## src/hw/rtl/scap_pkg.sv

```systemverilog
// ----------------------------------------------------------------------------
// Smart card ATR parser package
// Shared types, parse phase codes, byte kind codes and size constants.
// ----------------------------------------------------------------------------
package scap_pkg;

   // Byte count above which overflow is flagged; legal range is 33 to 126.
   localparam int MAX_ATR_BYTES = 64;
   localparam int COUNT_LIMIT_INT = (MAX_ATR_BYTES + 1 > 127) ? 127 : MAX_ATR_BYTES + 1;
   localparam logic [6:0] COUNT_LIMIT = 7'(COUNT_LIMIT_INT);
   localparam logic [7:0] MAX_ATR_BYTES_B = 8'(MAX_ATR_BYTES);

   localparam logic [7:0] TS_DIRECT  = 8'h3B;
   localparam logic [7:0] TS_INVERSE = 8'h3F;
   localparam logic [3:0] GROUP_MAX  = 4'd15;

   localparam logic [2:0] PH_WAIT_TS = 3'd0;
   localparam logic [2:0] PH_T0      = 3'd1;
   localparam logic [2:0] PH_IFACE   = 3'd2;
   localparam logic [2:0] PH_HIST    = 3'd3;
   localparam logic [2:0] PH_DONE    = 3'd4;

   localparam logic [3:0] KIND_IGNORED    = 4'd0;
   localparam logic [3:0] KIND_TS         = 4'd1;
   localparam logic [3:0] KIND_T0         = 4'd2;
   localparam logic [3:0] KIND_TA         = 4'd3;
   localparam logic [3:0] KIND_TB         = 4'd4;
   localparam logic [3:0] KIND_TC         = 4'd5;
   localparam logic [3:0] KIND_TD         = 4'd6;
   localparam logic [3:0] KIND_HISTORICAL = 4'd7;
   localparam logic [3:0] KIND_TRAILING   = 4'd8;

   typedef struct packed {
      logic [2:0] parse_phase;
      logic [3:0] pending_mask;
      logic [3:0] group_index;
      logic [3:0] historical_left;
      logic [3:0] historical_count;
      logic [6:0] byte_counter;
      logic [7:0] ta1_reg;
      logic       ta1_flag;
      logic [7:0] tc1_reg;
      logic       tc1_flag;
      logic [3:0] protocol_reg;
      logic       inverse_flag;
   } scap_state_type;

   localparam scap_state_type STATE_RESET = '{
      parse_phase:      PH_WAIT_TS,
      pending_mask:     4'd0,
      group_index:      4'd0,
      historical_left:  4'd0,
      historical_count: 4'd0,
      byte_counter:     7'd0,
      ta1_reg:          8'd0,
      ta1_flag:         1'b0,
      tc1_reg:          8'd0,
      tc1_flag:         1'b0,
      protocol_reg:     4'd0,
      inverse_flag:     1'b0
   };

   typedef struct packed {
      logic [3:0] byte_kind;
      logic [3:0] group_number;
      logic       inverse_convention;
      logic [3:0] historical_total;
      logic [3:0] first_protocol;
      logic       ta1_seen;
      logic [7:0] ta1_value;
      logic       tc1_seen;
      logic [7:0] tc1_value;
      logic       atr_complete;
      logic [6:0] bytes_taken;
      logic       overflow;
   } scap_rsp_type;

endpackage

```

## src/hw/rtl/scap_if.sv

```systemverilog
// ----------------------------------------------------------------------------
// Smart card ATR parser channels
// Valid/ready request and response channels carrying the parser payload.
// ----------------------------------------------------------------------------
interface scap_req_if;
   logic       valid;
   logic       ready;
   logic [7:0] atr_byte;
   logic       restart;

   modport source (output valid, output atr_byte, output restart, input ready);
   modport sink (input valid, input atr_byte, input restart, output ready);
endinterface

interface scap_rsp_if;
   logic       valid;
   logic       ready;
   logic [3:0] byte_kind;
   logic [3:0] group_number;
   logic       inverse_convention;
   logic [3:0] historical_total;
   logic [3:0] first_protocol;
   logic       ta1_seen;
   logic [7:0] ta1_value;
   logic       tc1_seen;
   logic [7:0] tc1_value;
   logic       atr_complete;
   logic [6:0] bytes_taken;
   logic       overflow;

   modport source (
      output valid, input ready,
      output byte_kind, output group_number, output inverse_convention,
      output historical_total, output first_protocol, output ta1_seen,
      output ta1_value, output tc1_seen, output tc1_value, output atr_complete,
      output bytes_taken, output overflow
   );
   modport sink (
      input valid, output ready,
      input byte_kind, input group_number, input inverse_convention,
      input historical_total, input first_protocol, input ta1_seen,
      input ta1_value, input tc1_seen, input tc1_value, input atr_complete,
      input bytes_taken, input overflow
   );
endinterface

```

## src/hw/rtl/scap_parse_core.sv

```systemverilog
// ----------------------------------------------------------------------------
// Smart card ATR parser core
// Classifies one byte against the current parse state and forms the next
// state and the response for that byte.
// ----------------------------------------------------------------------------
module scap_parse_core (
   input  scap_pkg::scap_state_type cur_state,
   input  logic [7:0]               atr_byte,
   input  logic                     restart,
   output scap_pkg::scap_state_type nxt_state,
   output scap_pkg::scap_rsp_type   rsp
);
   import scap_pkg::*;

   scap_state_type st;
   scap_state_type nx;
   logic [3:0]     kind;
   logic [3:0]     grp;
   logic [3:0]     left_dec;

   function automatic logic [2:0] after_interface(input logic [3:0] mask,
                                                  input logic [3:0] left);
      if (mask != 4'd0) begin
         return PH_IFACE;
      end else if (left != 4'd0) begin
         return PH_HIST;
      end
      return PH_DONE;
   endfunction

   always_comb begin
      st       = restart ? STATE_RESET : cur_state;
      nx       = st;
      kind     = KIND_IGNORED;
      grp      = 4'd0;
      left_dec = (st.historical_left != 4'd0) ? st.historical_left - 4'd1 : 4'd0;

      unique case (st.parse_phase)
         PH_WAIT_TS: begin
            if (atr_byte == TS_DIRECT || atr_byte == TS_INVERSE) begin
               kind            = KIND_TS;
               nx.inverse_flag = (atr_byte == TS_INVERSE);
               nx.parse_phase  = PH_T0;
            end
         end
         PH_T0: begin
            kind                = KIND_T0;
            nx.historical_count = atr_byte[3:0];
            nx.historical_left  = atr_byte[3:0];
            nx.pending_mask     = atr_byte[7:4];
            nx.group_index      = 4'd1;
            nx.parse_phase      = after_interface(atr_byte[7:4], atr_byte[3:0]);
         end
         PH_IFACE: begin
            grp = st.group_index;
            if (st.pending_mask[0]) begin
               kind            = KIND_TA;
               nx.pending_mask = st.pending_mask & 4'b1110;
               if (st.group_index == 4'd1) begin
                  nx.ta1_reg  = atr_byte;
                  nx.ta1_flag = 1'b1;
               end
            end else if (st.pending_mask[1]) begin
               kind            = KIND_TB;
               nx.pending_mask = st.pending_mask & 4'b1100;
            end else if (st.pending_mask[2]) begin
               kind            = KIND_TC;
               nx.pending_mask = st.pending_mask & 4'b1000;
               if (st.group_index == 4'd1) begin
                  nx.tc1_reg  = atr_byte;
                  nx.tc1_flag = 1'b1;
               end
            end else begin
               kind            = KIND_TD;
               nx.pending_mask = atr_byte[7:4];
               if (st.group_index == 4'd1) begin
                  nx.protocol_reg = atr_byte[3:0];
               end
               if (st.group_index != GROUP_MAX) begin
                  nx.group_index = st.group_index + 4'd1;
               end
            end
            nx.parse_phase = after_interface(nx.pending_mask, st.historical_left);
         end
         PH_HIST: begin
            kind               = KIND_HISTORICAL;
            nx.historical_left = left_dec;
            if (left_dec == 4'd0) begin
               nx.parse_phase = PH_DONE;
            end
         end
         default: begin
            kind           = KIND_TRAILING;
            nx.parse_phase = PH_DONE;
         end
      endcase

      if (kind != KIND_IGNORED && st.byte_counter < COUNT_LIMIT) begin
         nx.byte_counter = st.byte_counter + 7'd1;
      end
   end

   assign nxt_state = nx;

   always_comb begin
      rsp.byte_kind          = kind;
      rsp.group_number       = grp;
      rsp.inverse_convention = nx.inverse_flag;
      rsp.historical_total   = nx.historical_count;
      rsp.first_protocol     = nx.protocol_reg;
      rsp.ta1_seen           = nx.ta1_flag;
      rsp.ta1_value          = nx.ta1_reg;
      rsp.tc1_seen           = nx.tc1_flag;
      rsp.tc1_value          = nx.tc1_reg;
      rsp.atr_complete       = (nx.parse_phase == PH_DONE);
      rsp.bytes_taken        = nx.byte_counter;
      rsp.overflow           = ({1'b0, nx.byte_counter} > MAX_ATR_BYTES_B);
   end

endmodule

```

## src/hw/rtl/smart_card_atr_parser_top.sv

```systemverilog
// ----------------------------------------------------------------------------
// Smart card ATR parser top level
// Path: a request is held in the input register, then the parse logic writes
// its result into the response register once the response stage is free.
// Throughput: one request per cycle while responses are taken; the single
// parse state update per byte is the loop that sets this rate.
// Reset: synchronous, clears the parse state and the valid flags of both stages.
// ----------------------------------------------------------------------------
module smart_card_atr_parser_top (
   input logic         clock,
   input logic         reset,
   scap_req_if.sink    req,
   scap_rsp_if.source  rsp
);
   import scap_pkg::*;

   logic           in_valid_ff;
   logic [7:0]     in_byte_ff;
   logic           in_restart_ff;
   logic           rsp_valid_ff;
   logic           advance;
   scap_state_type state_ff;
   scap_state_type state_in;
   scap_rsp_type   rsp_ff;
   scap_rsp_type   rsp_in;

   assign advance   = in_valid_ff && (!rsp_valid_ff || rsp.ready);
   assign req.ready = !in_valid_ff || advance;

   scap_parse_core u_core (
      .cur_state (state_ff),
      .atr_byte  (in_byte_ff),
      .restart   (in_restart_ff),
      .nxt_state (state_in),
      .rsp       (rsp_in)
   );

   always_ff @(posedge clock) begin
      if (reset) begin
         in_valid_ff <= 1'b0;
      end else if (req.ready) begin
         in_valid_ff <= req.valid;
      end
   end

   always_ff @(posedge clock) begin
      if (req.valid && req.ready) begin
         in_byte_ff    <= req.atr_byte;
         in_restart_ff <= req.restart;
      end
   end

   always_ff @(posedge clock) begin
      if (reset) begin
         state_ff <= STATE_RESET;
      end else if (advance) begin
         state_ff <= state_in;
      end
   end

   always_ff @(posedge clock) begin
      if (reset) begin
         rsp_valid_ff <= 1'b0;
      end else if (advance) begin
         rsp_valid_ff <= 1'b1;
      end else if (rsp.ready) begin
         rsp_valid_ff <= 1'b0;
      end
   end

   always_ff @(posedge clock) begin
      if (advance) begin
         rsp_ff <= rsp_in;
      end
   end

   assign rsp.valid              = rsp_valid_ff;
   assign rsp.byte_kind          = rsp_ff.byte_kind;
   assign rsp.group_number       = rsp_ff.group_number;
   assign rsp.inverse_convention = rsp_ff.inverse_convention;
   assign rsp.historical_total   = rsp_ff.historical_total;
   assign rsp.first_protocol     = rsp_ff.first_protocol;
   assign rsp.ta1_seen           = rsp_ff.ta1_seen;
   assign rsp.ta1_value          = rsp_ff.ta1_value;
   assign rsp.tc1_seen           = rsp_ff.tc1_seen;
   assign rsp.tc1_value          = rsp_ff.tc1_value;
   assign rsp.atr_complete       = rsp_ff.atr_complete;
   assign rsp.bytes_taken        = rsp_ff.bytes_taken;
   assign rsp.overflow           = rsp_ff.overflow;

`ifndef SYNTHESIS
   a_pending_only_in_iface: assert property (@(posedge clock) disable iff (reset)
      state_ff.pending_mask != 4'd0 |-> state_ff.parse_phase == PH_IFACE)
      else $error("interface bytes pending outside the interface phase");

   a_hist_left_phase: assert property (@(posedge clock) disable iff (reset)
      state_ff.historical_left != 4'd0 |->
         (state_ff.parse_phase == PH_IFACE || state_ff.parse_phase == PH_HIST))
      else $error("historical bytes left after parsing ended");

   a_counter_limit: assert property (@(posedge clock) disable iff (reset)
      state_ff.byte_counter <= COUNT_LIMIT)
      else $error("byte counter passed its saturation limit");

   a_held_request_kept: assert property (@(posedge clock) disable iff (reset)
      in_valid_ff && !advance |=> in_valid_ff && $stable(in_byte_ff))
      else $error("stalled request lost from the input register");
`endif

endmodule
```

## src/flat_wrapper.sv

```systemverilog
// flat-port wrapper written by rule: the top's interface ports become plain ports
module smart_card_atr_parser_top_flat import scap_pkg::*;
  (clock, reset, req_valid, req_atr_byte, req_restart, req_ready, rsp_valid, rsp_ready, rsp_byte_kind, rsp_group_number, rsp_inverse_convention, rsp_historical_total, rsp_first_protocol, rsp_ta1_seen, rsp_ta1_value, rsp_tc1_seen, rsp_tc1_value, rsp_atr_complete, rsp_bytes_taken, rsp_overflow);
  scap_req_if req_i ();
  scap_rsp_if rsp_i ();
  input logic clock;
  input logic reset;
  input wire logic [$bits(req_i.valid)-1:0] req_valid;
  input wire logic [$bits(req_i.atr_byte)-1:0] req_atr_byte;
  input wire logic [$bits(req_i.restart)-1:0] req_restart;
  output wire logic [$bits(req_i.ready)-1:0] req_ready;
  output wire logic [$bits(rsp_i.valid)-1:0] rsp_valid;
  input wire logic [$bits(rsp_i.ready)-1:0] rsp_ready;
  output wire logic [$bits(rsp_i.byte_kind)-1:0] rsp_byte_kind;
  output wire logic [$bits(rsp_i.group_number)-1:0] rsp_group_number;
  output wire logic [$bits(rsp_i.inverse_convention)-1:0] rsp_inverse_convention;
  output wire logic [$bits(rsp_i.historical_total)-1:0] rsp_historical_total;
  output wire logic [$bits(rsp_i.first_protocol)-1:0] rsp_first_protocol;
  output wire logic [$bits(rsp_i.ta1_seen)-1:0] rsp_ta1_seen;
  output wire logic [$bits(rsp_i.ta1_value)-1:0] rsp_ta1_value;
  output wire logic [$bits(rsp_i.tc1_seen)-1:0] rsp_tc1_seen;
  output wire logic [$bits(rsp_i.tc1_value)-1:0] rsp_tc1_value;
  output wire logic [$bits(rsp_i.atr_complete)-1:0] rsp_atr_complete;
  output wire logic [$bits(rsp_i.bytes_taken)-1:0] rsp_bytes_taken;
  output wire logic [$bits(rsp_i.overflow)-1:0] rsp_overflow;
  assign req_i.valid = req_valid;
  assign req_i.atr_byte = req_atr_byte;
  assign req_i.restart = req_restart;
  assign req_ready = req_i.ready;
  assign rsp_valid = rsp_i.valid;
  assign rsp_i.ready = rsp_ready;
  assign rsp_byte_kind = rsp_i.byte_kind;
  assign rsp_group_number = rsp_i.group_number;
  assign rsp_inverse_convention = rsp_i.inverse_convention;
  assign rsp_historical_total = rsp_i.historical_total;
  assign rsp_first_protocol = rsp_i.first_protocol;
  assign rsp_ta1_seen = rsp_i.ta1_seen;
  assign rsp_ta1_value = rsp_i.ta1_value;
  assign rsp_tc1_seen = rsp_i.tc1_seen;
  assign rsp_tc1_value = rsp_i.tc1_value;
  assign rsp_atr_complete = rsp_i.atr_complete;
  assign rsp_bytes_taken = rsp_i.bytes_taken;
  assign rsp_overflow = rsp_i.overflow;
  smart_card_atr_parser_top u_core (.clock(clock), .reset(reset), .req(req_i), .rsp(rsp_i));
endmodule
```

## config.mk

```make
export PLATFORM = sky130hd
export DESIGN_NAME = smart_card_atr_parser_top_flat
export DESIGN_NICKNAME = d
export VERILOG_FILES = /design/src/hw/rtl/scap_pkg.sv /design/src/hw/rtl/scap_if.sv /design/src/hw/rtl/scap_parse_core.sv /design/src/hw/rtl/smart_card_atr_parser_top.sv /design/src/flat_wrapper.sv
export SDC_FILE = /design/constraint.sdc
export NUM_CORES = 1
export LEC_CHECK = 0
export CAP_MARGIN = 0
export CELL_PAD_IN_SITES_DETAIL_PLACEMENT = 1
export CELL_PAD_IN_SITES_GLOBAL_PLACEMENT = 2
export CORE_ASPECT_RATIO = 0.7
export CORE_MARGIN = 5
export CORE_UTILIZATION = 25
export CTS_CLUSTER_DIAMETER = 50
export DETAILED_ROUTE_END_ITERATION = 12
export DONT_BUFFER_PORTS = 1
export PLACE_DENSITY = 0.63
export SLEW_MARGIN = 20
export SYNTH_ARGS = -nofsm -noshare
export SYNTH_HDL_FRONTEND = slang
export SYNTH_HIERARCHICAL = 1
export SYNTH_SLANG_ARGS = --single-unit
```

## constraint.sdc

```tcl
create_clock -name clock -period 2.4 [get_ports clock]
set_input_delay 0.24 -clock clock [delete_from_list [all_inputs] [get_ports clock]]
set_output_delay 0.24 -clock clock [all_outputs]
set_load 0.01 [all_outputs]
```

* After elaboration in Yosys (flattened, before gate mapping) *
Cells that the tools add are included.

word-level totals
  bits in registers = 104
  input port bits = 13
  logic and storage cells = 104

operators by class
  $add $sub $neg = 3
  magnitude comparators = 2
  equality and inequality tests = 8
  multiplexer cells = 47
  reduce and logical (&&, ||, !) cells = 16

operators with widths
  kind                   number
  $mux W49               1
  $mux W4                12
  $mux W9                4
  $mux W3                9
  $mux W13               2
  $mux W22               1
  $reduce_bool A4 Y1     5
  $eq A8 B6 Y1 const B   2
  $pmux W4 S4            1
  $pmux W8 S2            1
  $pmux W3 S4            1
  $mux W1                11
  $pmux W4 S2            1
  $add A7 B1 Y7 const B  1
  $gt A7 B7 Y1 const B   1
  $lt A7 B7 Y1 const B   1
  $mux W7                1
  $eq A3 B2 Y1 const B   2
  $add A4 B1 Y4 const B  1
  $eq A4 B1 Y1 const B   1
  $logic_not A4 Y1       1
  $mux W2                2
  $ne A4 B4 Y1 const B   1
  $sub A4 B1 Y4 const B  1
  7 further kinds        12

* Logic depth before layout (Yosys ltp) *
Gate-level depths: netlist of the first run.

  word-level depth = 11
  depth in mapped cells = 14
  depth with buffers taken out = 12

* Modules after synthesis *
The synthesis of the first run kept the hierarchy.

modules (own cells, without submodules)
  module                     times used  cells each  area each (sq um)  seq. area each (sq um)
  smart_card_atr_parser_top  1           276         3917.5             2612.5
  scap_parse_core            1           282         1689.1             0.0

* Least setup slack after synthesis of the first run *
OpenSTA, ideal clock, no wires.

  path type = register to register
  from = reg u_core.in_restart_ff
  to = reg u_core.rsp_ff (netlist bit u_core/rsp.tc1_value[7]) (data pin)
  arrival time = 2.341 ns
  path slack = -0.192 ns
  stages on the path, launching flop included = 14
  buffers on the path = 5
  clock period less this slack = 2.592 ns
  cells stage by stage = edfxtp_1 -> buf_6 -> inv_1 -> clkbuf_1 -> nand2_1 -> inv_1 -> ha_1 -> o211ai_1 -> or4b_1 -> buf_4 -> buf_8 -> nand3_2 -> o21ai_2 -> buf_4

RTL lines
  what                    line                             text
  from (decl)             smart_card_atr_parser_top.sv:19  logic in_restart_ff;
  from (signal assigned)  smart_card_atr_parser_top.sv:49  in_restart_ff <= req.restart;
  to (signal assigned)    smart_card_atr_parser_top.sv:73  rsp_ff <= rsp_in;
  to (decl)               smart_card_atr_parser_top.sv:24  scap_rsp_type rsp_ff;

==> run summary, run 1 <==
Status -> finished clean
Fill count -> 2,480
DRT antenna net count -> 0
Max VDD drop -> 299 uV
Clock-pin slew on the worst setup and hold paths -> 0.08 ns
Gr usage total -> 11.6%
Final Hold Violating Endpoints -> 0
Latest clock arrival within the worst-skew pair -> 0.36 ns
Crit Path Class -> reg -> reg
Top post-synthesis cells by area -> edfxtp_1 (28%), dfxtp_1 (18%), nand2b_1 (12%)
Grt total ovfl -> 0
Req. time, crit path -> 2.51 ns
Register area share after synthesis -> 46.6%
Gpl congestion -> 0.815
Share of the synthesized area in the top cell type -> 28.4%
IO Pins -> 59
Synth Net Count -> 576
Asr flop ratio synth -> 0%
Chip height -> 135 um
Tcrit/Tclk final -> 98.9%
Slew Viols, Final -> 0
Crit-path max FO -> 8
Final instance area -> 6400 um2
DR WL met2 -> 6760 um
CP arrival -> 2.48 ns
CP Capture Type -> flip-flop
Clock Path Buffers -> 2
Final Core Density -> 29.3%
DRC -> 0
Root Buffer -> clkbuf_16
Min Hold Slack -> 0.0471 ns
CTS Sinks -> 104
TritonCTS Buffers -> 9
Top cells by count, synth -> nand2b_1 (104), edfxtp_1 (53), dfxtp_1 (51)
Largest area contributor in the netlist -> edfxtp_1
Post-Syn Area per Cell -> 10.0 um2
First-pass GRT wire length -> 23,200 um
Setup-failing EPs final -> 0
Achievable frequency -> 421 MHz
Cells after Synth -> 558
Die ar. -> 25,600 um2
Placed inst area -> 5760 um2
Wl on met1 -> 7680 um
Worst-Margin Slew -> 0.764 ns
Yosys warns -> 6
Initial antenna violation count -> 0
Initial core utilization -> 25.7%
Share of layout cells above drive strength 1 -> 15.3%
Routed length per instance -> 18.2 um
RSZ-0062 raised after global routing -> true
CTS H-tree lvls -> 3
Slew Limit Headroom -> 48.6%
Antenna cells -> 0
Top sig layer -> met4
Total number of vias -> 3,921
Layout Skew -> 0.0152 ns
Dpl hpwl -> 10,500 um
Vias/cell -> 4.68
EDFF count, synth -> 53
Min Tclk post-route -> 2.37 ns
Max_cap viols -> 0
Register area -> 2610 um2
Cell Area, Synth -> 5610 um2
Layout Nets -> 568
Met3 wire len -> 731 um
Critical Path Source Type -> flip-flop
Cell row count -> 45
Detailed Routing Iterations Pass 1 -> 4
Pwr/cell area -> 581 nW/um2
Most common cell in the netlist -> nand2b_1
Pin count of the biggest net entering global routing -> 100
Class of the worst hold path -> in -> reg
Vias in the first global route -> 4,041
Static Leak -> 0.00218 uW
Area grow syn2layout -> 14.1%
Ys flop type -> edfxtp_1
Starting DRT DRC Count -> 202
Final WL -> 15,200 um
Port Buffers -> 0
CTS tree -> yes
Cell variety after synth -> 52
Core Area -> 21,800 um2
Die W -> 189 um
Synth Register Bits -> 104
Area of the multi-input gates -> 2490 um2
-- cells in the final DEF, fill, tap and decap left out, drive strengths merged, types with 2 or more instances in the layout --
cell         count
o21a             2
xnor2            4
ha               5
o21ai           38
nand2b         104
edfxtp          53
a31oi            3
o211ai           3
o32ai            2
o221ai           4
nor4             2
dlygate4sd3     10
o31ai            4
nor2            26
a22o             4
nor2b           10
xor2             5
nand3           24
nand2           28
a21oi           12
nand4            5
or3              2
nor3            10
inv             23
buf             36
and3             2
mux2             2
clkbuf          12
dfxtp           51
mux2i           50
and2             3
clkinv           2
-- power by group --
| group | internal [uW] | switching, uW |
|---|---|---|
| clock | 832 | 731 |
| combinational | 103 | 104 |
| sequential | 1910 | 44.6 |
| total | 2840 | 880 |
-- path summary, 6_finish.rpt --
| check | from | end | slack [ns] | depth (start not counted) |
|---|---|---|---|---|
| hold / removal | req_valid | u_core/in_valid_ff$_SDFFE_PP0P_ | 0.05 | 2 |
| setup reg to reg | u_core/in_restart_ff$_DFFE_PP_ | u_core/rsp.tc1_value[7]$_DFFE_PP_ | 0.03 | 7 |
| setup / recovery | u_core/in_restart_ff$_DFFE_PP_ | u_core/rsp.tc1_value[7]$_DFFE_PP_ | 0.03 | 7 |
| hold reg to reg | u_core/state_ff[6]$_SDFFE_PP0P_ | u_core/state_ff[6]$_SDFFE_PP0P_ | 0.48 | 2 |
-- per-stage QoR --
stage | cells | TNS (ns) | setup slack [ns] | total power, uW
global route | 837 | -0.849 | -0.102 | 3870
floorplan | 558 | -0.0200 | -0.0200 | 2120
global placement | 800 | 0 | 0.0569 | 2170
finish | 837 | 0 | 0.0253 | 3720
detailed placement | 800 | 0 | 0.00995 | 2170
CTS | 826 | 0 | 0.0126 | 3770
-- registers in the layout, indices dropped and copies added, names as in the netlist, 4 cells and up --
| name | count |
|---|---|
| u_core/state_ff | 49 |
| u_core/in_byte_ff | 8 |
| u_core/rsp.ta1_value | 8 |
| u_core/rsp.tc1_value | 8 |
| u_core/rsp.bytes_taken | 7 |
| u_core/rsp.byte_kind | 4 |
| u_core/rsp.first_protocol | 4 |
| u_core/rsp.group_number | 4 |
| u_core/rsp.historical_total | 4 |
-- logic make-up (layout without fill, tap and decap cells) --
family	after synthesis	count (layout)	share of synthesized area, %
adder cells (fa/ha/maj)	5	5	1.12
XOR/XNOR	9	9	1.41
buffers and inverters	88	85	10.2
AND/OR/NAND/NOR	220	220	22.0
flip-flops	104	104	46.6
AO/OA/AOI/OAI	80	80	9.40
multiplexers	52	52	9.33
-- layer usage --
metal  global-route usage (%)  vias to the layer above
met5                        0                        -
met4                     2.39                        0
met3                     3.58                        4
met2                     17.9                       68
met1                     16.1                     1974
li1                         -                     1875
-- final cells by class --
cell class | count | share of cell area, %
Clock buffer | 9 | 3.52
Timing Repair Buffer | 49 | 8.56
Multi-Input combinational cell | 366 | 39.0
Clock inverter | 7 | 1.39
Inverter | 20 | 1.21
Sequential cell | 104 | 40.8
Tap cell | 282 | 5.51
-- critical path, cell delays in order, from the launching register on --
cell and delay, ns:
edfxtp_1 0.50, or3b_4 0.47, nor2_4 0.11, o211ai_1 0.11, or4b_4 0.57, clkbuf_16 0.20
nand3_2 0.09, o21ai_4 0.07
-- what timing repair did --
action / in CTS / in global routing
resized for setup: 2 / 24
buffers inserted: 0 / 8
pin swaps: 0 / 7
endpoints found under the setup margin: 2 / 24
gates cloned: 0 / 3
hold buffers: 10 / 0
hold endpoints to repair: 11 / 0
No activity file was read; power rests on OpenSTA's default activity.
==> run 2, diff against run 1 <==
--- a/config.mk
+++ b/config.mk
@@ -5,6 +5,7 @@
 export SDC_FILE = /design/constraint.sdc
 export NUM_CORES = 1
 export LEC_CHECK = 0
+export ABC_AREA = 1
 export CAP_MARGIN = 0
 export CELL_PAD_IN_SITES_DETAIL_PLACEMENT = 1
 export CELL_PAD_IN_SITES_GLOBAL_PLACEMENT = 2
@@ -14,7 +15,7 @@
 export CTS_CLUSTER_DIAMETER = 50
 export DETAILED_ROUTE_END_ITERATION = 12
 export DONT_BUFFER_PORTS = 1
-export PLACE_DENSITY = 0.63
+export PLACE_DENSITY = 0.67
 export SLEW_MARGIN = 20
 export SYNTH_ARGS = -nofsm -noshare
 export SYNTH_HDL_FRONTEND = slang
==> run summary, run 2 <==
Max FFs per register -> 49 (unchanged)
Area grow syn2layout -> 8.04%
Final Hold Violating Endpoints -> 0 (unchanged)
Total number of vias -> 4,465 (+14%)
Synth Net Count -> 734 (+27%)
Critical Path Source Type -> flip-flop
Cells after Synth -> 716 (+28%)
Gr usage total -> 13.3% (+1.7 points)
Register area -> 2610 um2 (about the same)
RSZ-0062 raised after global routing -> true
CP Capture Type -> flip-flop
Yosys warns -> 6 (unchanged)
CP most frequent cell -> nor2_1
Dpl hpwl -> 11,600 um (+11%)
CTS tree -> yes
Pwr/cell area -> 661 nW/um2 (+14%)
First-pass GRT wire length -> 26,300 um (+13%)
Port Buffers -> 0 (unchanged)
Setup-failing EPs final -> 0 (unchanged)
Root Buffer -> clkbuf_16
Crit Path Class -> reg -> reg
Status -> finished clean
Slew Viols, Final -> 0 (unchanged)
Cell variety after synth -> 32 (-38%)
Routed length per instance -> 17.3 um (-5.0%)
DRC -> 0 (unchanged)
Area of the multi-input gates -> 2210 um2 (-11%)
Core Area -> 21,800 um2 (unchanged)
Vias in the first global route -> 4,434 (+9.7%)
CTS H-tree lvls -> 3 (unchanged)
Post-Syn Area per Cell -> 7.82 um2 (-22%)
Die W -> 189 um (about the same)
Class of the worst hold path -> in -> reg
Clock-pin slew on the worst setup and hold paths -> 0.07 ns (about the same)
Cell Area, Synth -> 5600 um2 (about the same)
Slowest cell delay on critical path -> 0.40 ns (-0.17 ns)
Ys flop type -> edfxtp_1
Slew Limit Headroom -> 29.0% (-20 points)
Most common cell after layout, fill and taps aside -> nand2_1
Setup Buffers After CTS -> 0 (unchanged)
EDFF count, synth -> 53 (unchanged)
Fill count -> 2,617 (+5.5%)
Clock Path Buffers -> 2 (unchanged)
Layout Nets -> 702 (+24%)
Initial antenna violation count -> 0 (unchanged)
Register area share after synthesis -> 46.6% (about the same)
Antenna cells -> 0 (unchanged)
Starting DRT DRC Count -> 271 (+34%)
Static Leak -> 0.00244 uW (+12%)
Crit-path cells -> buf_4 -> nor2_1 -> inv_1 -> ha_1 -> nand3_2 -> inv_2 -> nor2_1 -> nor2_1 -> nand3_1 -> nand2_1 -> nand3_1 -> inv_1 -> nand3_1 -> nand2_1 -> nor2_1
Tcrit/Tclk final -> 93.2% (-5.8 points)
Crit-path max FO -> 11 (+3)
Worst-Margin Slew -> 1.07 ns (+0.301 ns)
Placed inst area -> 5640 um2 (-2.1%)
Die ar. -> 25,500 um2 (about the same)
CP arrival -> 2.49 ns (about the same)
CTS Sinks -> 104 (unchanged)
Cell row count -> 45 (unchanged)
Achievable frequency -> 447 MHz (+6.2%)
Latest clock arrival within the worst-skew pair -> 0.37 ns (about the same)
Max VDD drop -> 280 uV (-6.3%)
Asr flop ratio synth -> 0% (unchanged)
Slowest-stage cell, CP -> edfxtp_1
Min Hold Slack -> 0.412 ns (+0.365 ns)
Chip height -> 135 um (about the same)
Final instance area -> 6050 um2 (-5.4%)
Share of the synthesized area in the top cell type -> 28.4% (about the same)
Top post-synthesis cells by area -> edfxtp_1 (28%), dfxtp_1 (18%), nand3_1 (8.8%)
Req. time, crit path -> 2.65 ns (+0.14 ns)
Top cells by count, synth -> nand2_1 (120), nand3_1 (98), inv_1 (88)
Layout Skew -> 0.0112 ns (-0.00401 ns)
Initial core utilization -> 25.6% (about the same)
Grt total ovfl -> 0 (unchanged)
Most flop-heavy register -> u_core/state_ff
Final WL -> 16,800 um (+10%)
Largest area contributor in the netlist -> edfxtp_1
Most common cell in the netlist -> nand2_1
DRT antenna net count -> 0 (unchanged)
Commonest cells after routing, fill and taps aside -> nand2_1 (118), nand3_1 (98), inv_1 (88)
Min Tclk post-route -> 2.24 ns (-0.139 ns)
Vias/cell -> 4.60 (-1.8%)
Detailed Routing Iterations Pass 1 -> 5 (+1)
Share of layout cells above drive strength 1 -> 10.0% (-5.3 points)
Max_cap viols -> 0 (unchanged)
TritonCTS Buffers -> 9 (unchanged)
Pin count of the biggest net entering global routing -> 100 (unchanged)
Synth Register Bits -> 104 (unchanged)
IO Pins -> 59 (unchanged)
Gpl congestion -> 0.843 (+3.4%)
-- run 2: kinds of logic after synthesis --
group / Yosys count / synth area share (%)
AND/OR/NAND/NOR: 330 / 27.1
flip-flops: 104 / 46.6
XOR/XNOR: 2 / 0.313
AO/OA/AOI/OAI: 108 / 10.2
adder cells (fa/ha/maj): 5 / 1.12
buffers and inverters: 167 / 14.6
-- run 2: area by class of cell --
class	count	area share (%)
sequential	104	43.2
tap	282	5.83
inverter	100	6.28
clock buffer	11	3.85
timing repair buffer	24	3.64
clock inverter	5	0.724
multi-input combinational	445	36.5
-- run 2: final timing paths --
check                                                         to  slack, ns  cells past startpoint                              from
worst max-delay path            u_core/state_ff[47]$_SDFFE_PP0P_       0.16                     15    u_core/in_restart_ff$_DFFE_PP_
worst min-delay path              u_core/in_byte_ff[2]$_DFFE_PP_       0.41                      2                         req_valid
worst max register to register  u_core/state_ff[47]$_SDFFE_PP0P_       0.16                     15    u_core/in_restart_ff$_DFFE_PP_
worst min register to register  u_core/state_ff[17]$_SDFFE_PP0P_       0.48                      2  u_core/state_ff[17]$_SDFFE_PP0P_
-- run 2: repair_timing --
action,CTS,global route
setup endpoints to repair,0,23
hold buffers,11,0
resized for setup,0,8
endpoints found under the hold margin,11,0
-- run 2: metal layers --
layer	part of all wire, %	GRT usage, %	vias up
met3	4.1	3.58	7
li1	-	-	2239
met2	43	20.3	64
met1	52	18.8	2155
met4	0.58	3.48	0
met5	0	0	-
-- run 2: power by group --
part           switching, uW  internal (uW)
Combinational            356            172
Clock                    695            716
Sequential              86.3           1970
-- run 2: through the flow --
step	setup TNS [ns]	util (%)	setup WS, ns	power, uW	instances
after global placement	0	25.8	0.233	2600	944
after detailed placement	0	25.8	0.0977	2620	944
after floorplan	0	-	0.0837	2500	716
after global routing	-0.0418	27.7	-0.0128	4230	971
after CTS	0	27.6	0.0671	4090	971
final	0	27.7	0.164	4000	971
-- run 2: critical path: cells and delay by family (launching register included) --
kind | cells | cell delay (ns)
flip-flops | 1 | 0.40
AND/OR/NAND/NOR | 10 | 0.96
adder cells (fa/ha/maj) | 1 | 0.20
buffers and inverters | 4 | 0.55
==> run 3, diff against run 2 <==
--- a/config.mk
+++ b/config.mk
@@ -15,7 +15,7 @@
 export CTS_CLUSTER_DIAMETER = 50
 export DETAILED_ROUTE_END_ITERATION = 12
 export DONT_BUFFER_PORTS = 1
-export PLACE_DENSITY = 0.67
+export PLACE_DENSITY = 0.64
 export SLEW_MARGIN = 20
 export SYNTH_ARGS = -nofsm -noshare
 export SYNTH_HDL_FRONTEND = slang
==> run summary, run 3 (same netlist as run 2, synthesis figures left out) <==
Crit-path max FO -> 8 (-3)
Final Core Density -> 28.0% (+0.26 points)
IO Pins -> 59 (unchanged)
Max_cap viols -> 0 (unchanged)
CTS tree -> yes
Min Tclk post-route -> 2.24 ns (-0.000479 ns)
Wl on met1 -> 8770 um (+0.11%)
Final Hold Violating Endpoints -> 0 (unchanged)
Port Buffers -> 0 (unchanged)
CP arrival -> 2.49 ns (about the same)
Most flop-heavy register -> u_core/state_ff
Share of layout cells above drive strength 1 -> 10.6% (+0.55 points)
Chip height -> 135 um (unchanged)
Setup_tns -> 0 ns (unchanged)
Vias/cell -> 4.73 (+2.9%)
Commonest cells after routing, fill and taps aside -> nand2_1 (120), nand3_1 (98), inv_1 (88)
Slew Viols, Final -> 0 (unchanged)
Root Buffer -> clkbuf_16
Static Leak -> 0.00249 uW (+1.8%)
Layout Skew -> 0.0132 ns (+0.00204 ns)
Worst-Margin Slew -> 0.726 ns (-0.339 ns)
DRT antenna net count -> 0 (unchanged)
Crit Path Class -> reg -> reg
Critical Path Source Type -> flip-flop
CP Capture Type -> flip-flop
Tcrit/Tclk final -> 93.2% (about the same)
Vias in the first global route -> 4,638 (+4.6%)
RSZ-0062 raised after global routing -> false
DR WL met2 -> 7160 um (-1.3%)
Pwr/cell area -> 687 nW/um2 (+3.9%)
Area grow syn2layout -> 9.07%
Pin count of the biggest net entering global routing -> 100 (unchanged)
Core Area -> 21,800 um2 (unchanged)
Req. time, crit path -> 2.66 ns (about the same)
Max VDD drop -> 370 uV (+32%)
Die ar. -> 25,500 um2 (unchanged)
CTS Sinks -> 104 (unchanged)
Layout Nets -> 704 (+0.28%)
Met3 wire len -> 734 um (+7.2%)
R2R depth -> 11 (-4)
Final WL -> 17,000 um (+1.2%)
Cell row count -> 45 (unchanged)
Slew Limit Headroom -> 51.6% (+23 points)
Dpl hpwl -> 11,800 um (+2.2%)
Status -> finished clean
TritonCTS Buffers -> 9 (unchanged)
CTS H-tree lvls -> 3 (unchanged)
Max FFs per register -> 49 (unchanged)
Clock share of power -> 38.2% (+2.9 points)
Internal Power -> 2990 uW (+4.6%)
Sw Share -> 28.7% (+0.22 points)
Starting DRT DRC Count -> 242 (-11%)
Die W -> 189 um (unchanged)
Top sig layer -> met4
Gr usage total -> 13.4% (+0.034 points)
Logic gate share of total power -> 12.7% (-0.5 points)
Reg power frac -> 49.1% (-2.4 points)
Total number of vias -> 4,604 (+3.1%)
Detailed Routing Iterations Pass 1 -> 5 (unchanged)
Clock-pin slew on the worst setup and hold paths -> 0.08 ns (about the same)
Latest clock arrival within the worst-skew pair -> 0.36 ns (about the same)
Hold path cells -> 2 (unchanged)
Gpl congestion -> 0.849 (+0.78%)
Routed length per instance -> 17.5 um (+0.99%)
Initial antenna violation count -> 0 (unchanged)
Most common cell after layout, fill and taps aside -> nand2_1
DRC -> 0 (unchanged)
Grt total ovfl -> 0 (unchanged)
Clock Path Buffers -> 2 (unchanged)
Final Power -> 4200 uW (+4.9%)
Antenna cells -> 0 (unchanged)
Initial core utilization -> 25.6% (unchanged)
First-pass GRT wire length -> 26,800 um (+1.9%)
Achievable frequency -> 447 MHz (about the same)
Sw Pwr -> 1200 uW (+5.7%)
Setup-failing EPs final -> 0 (unchanged)
Class of the worst hold path -> in -> reg
==> run 3: cell types whose count changed in the layout (fill, tap and decap cells not counted), moves of 2 or more <==
cell        previous run  this run
clkbuf_1               2         0
clkinvlp_4             2         0
inv_6                  0         2
nand2_1              118       120
nand2_2                6         4
nor2_2                 6         8
==> run 3: final timing paths <==
| path | from | endpoint | slack [ns] |
|---|---|---|---|
| hold / removal | req_valid | u_core/in_byte_ff[0]$_DFFE_PP_ | 0.36 |
| setup / recovery | u_core/in_restart_ff$_DFFE_PP_ | u_core/state_ff[37]$_SDFFE_PP0P_ | 0.16 |
| setup reg to reg | u_core/in_restart_ff$_DFFE_PP_ | u_core/state_ff[37]$_SDFFE_PP0P_ | 0.16 |
| hold reg to reg | u_core/state_ff[17]$_SDFFE_PP0P_ | u_core/state_ff[17]$_SDFFE_PP0P_ | 0.49 |
==> run 3: layer usage <==
layer,vias up,global-route usage [%]
met4,0,3.60
met1,2252,19.2
met3,21,3.40
met5,-,0
met2,96,19.9
li1,2235,-
==> run 3: cell type report <==
cell class | instances | area (um2)
Clock buffer | 9 | 225
Clock inverter | 7 | 95.1
Fill cell | 2637 | 15700
Inverter | 100 | 378
Multi-Input combinational cell | 445 | 2200
Sequential cell | 104 | 2610
Tap cell | 282 | 353
Timing Repair Buffer | 26 | 248
==> run 3: worst max-delay path, cell delays in order, from the launching register on <==
cell,delay (ns)
edfxtp_1,0.45
inv_2,0.15
buf_4,0.21
nand2_1,0.16
nand3_1,0.30
inv_1,0.21
nand2_1,0.18
o221ai_1,0.15
inv_1,0.09
nand3_1,0.08
nand2_1,0.10
nor2_1,0.05
==> run 3: power by group through the flow <==
stage / clock [uW] / combinational [uW] / sequential [uW]
after CTS: 1660 / 534 / 2060
after detailed placement: 0 / 516 / 2100
final: 1600 / 531 / 2060
after floorplan: 0 / 424 / 2070
after global routing: 1740 / 604 / 2070
after global placement: 0 / 499 / 2100
==> run 3: per-stage QoR <==
step,std cells,hold slack (ns),area (um2),setup WS [ns]
after floorplan,716,0.309,5610,0.0837
after global placement,946,0.310,5660,0.269
after detailed placement,946,0.307,5660,0.176
after CTS,973,0.351,6090,0.140
after global routing,973,0.395,6110,0.0143
final,973,0.357,6110,0.164
==> run 3: repair_timing <==
action,CTS,global route
endpoints found under the setup margin,0,6
hold buffers,11,0
buffers inserted,0,0
hold endpoints to repair,11,0
gates resized for setup,0,4
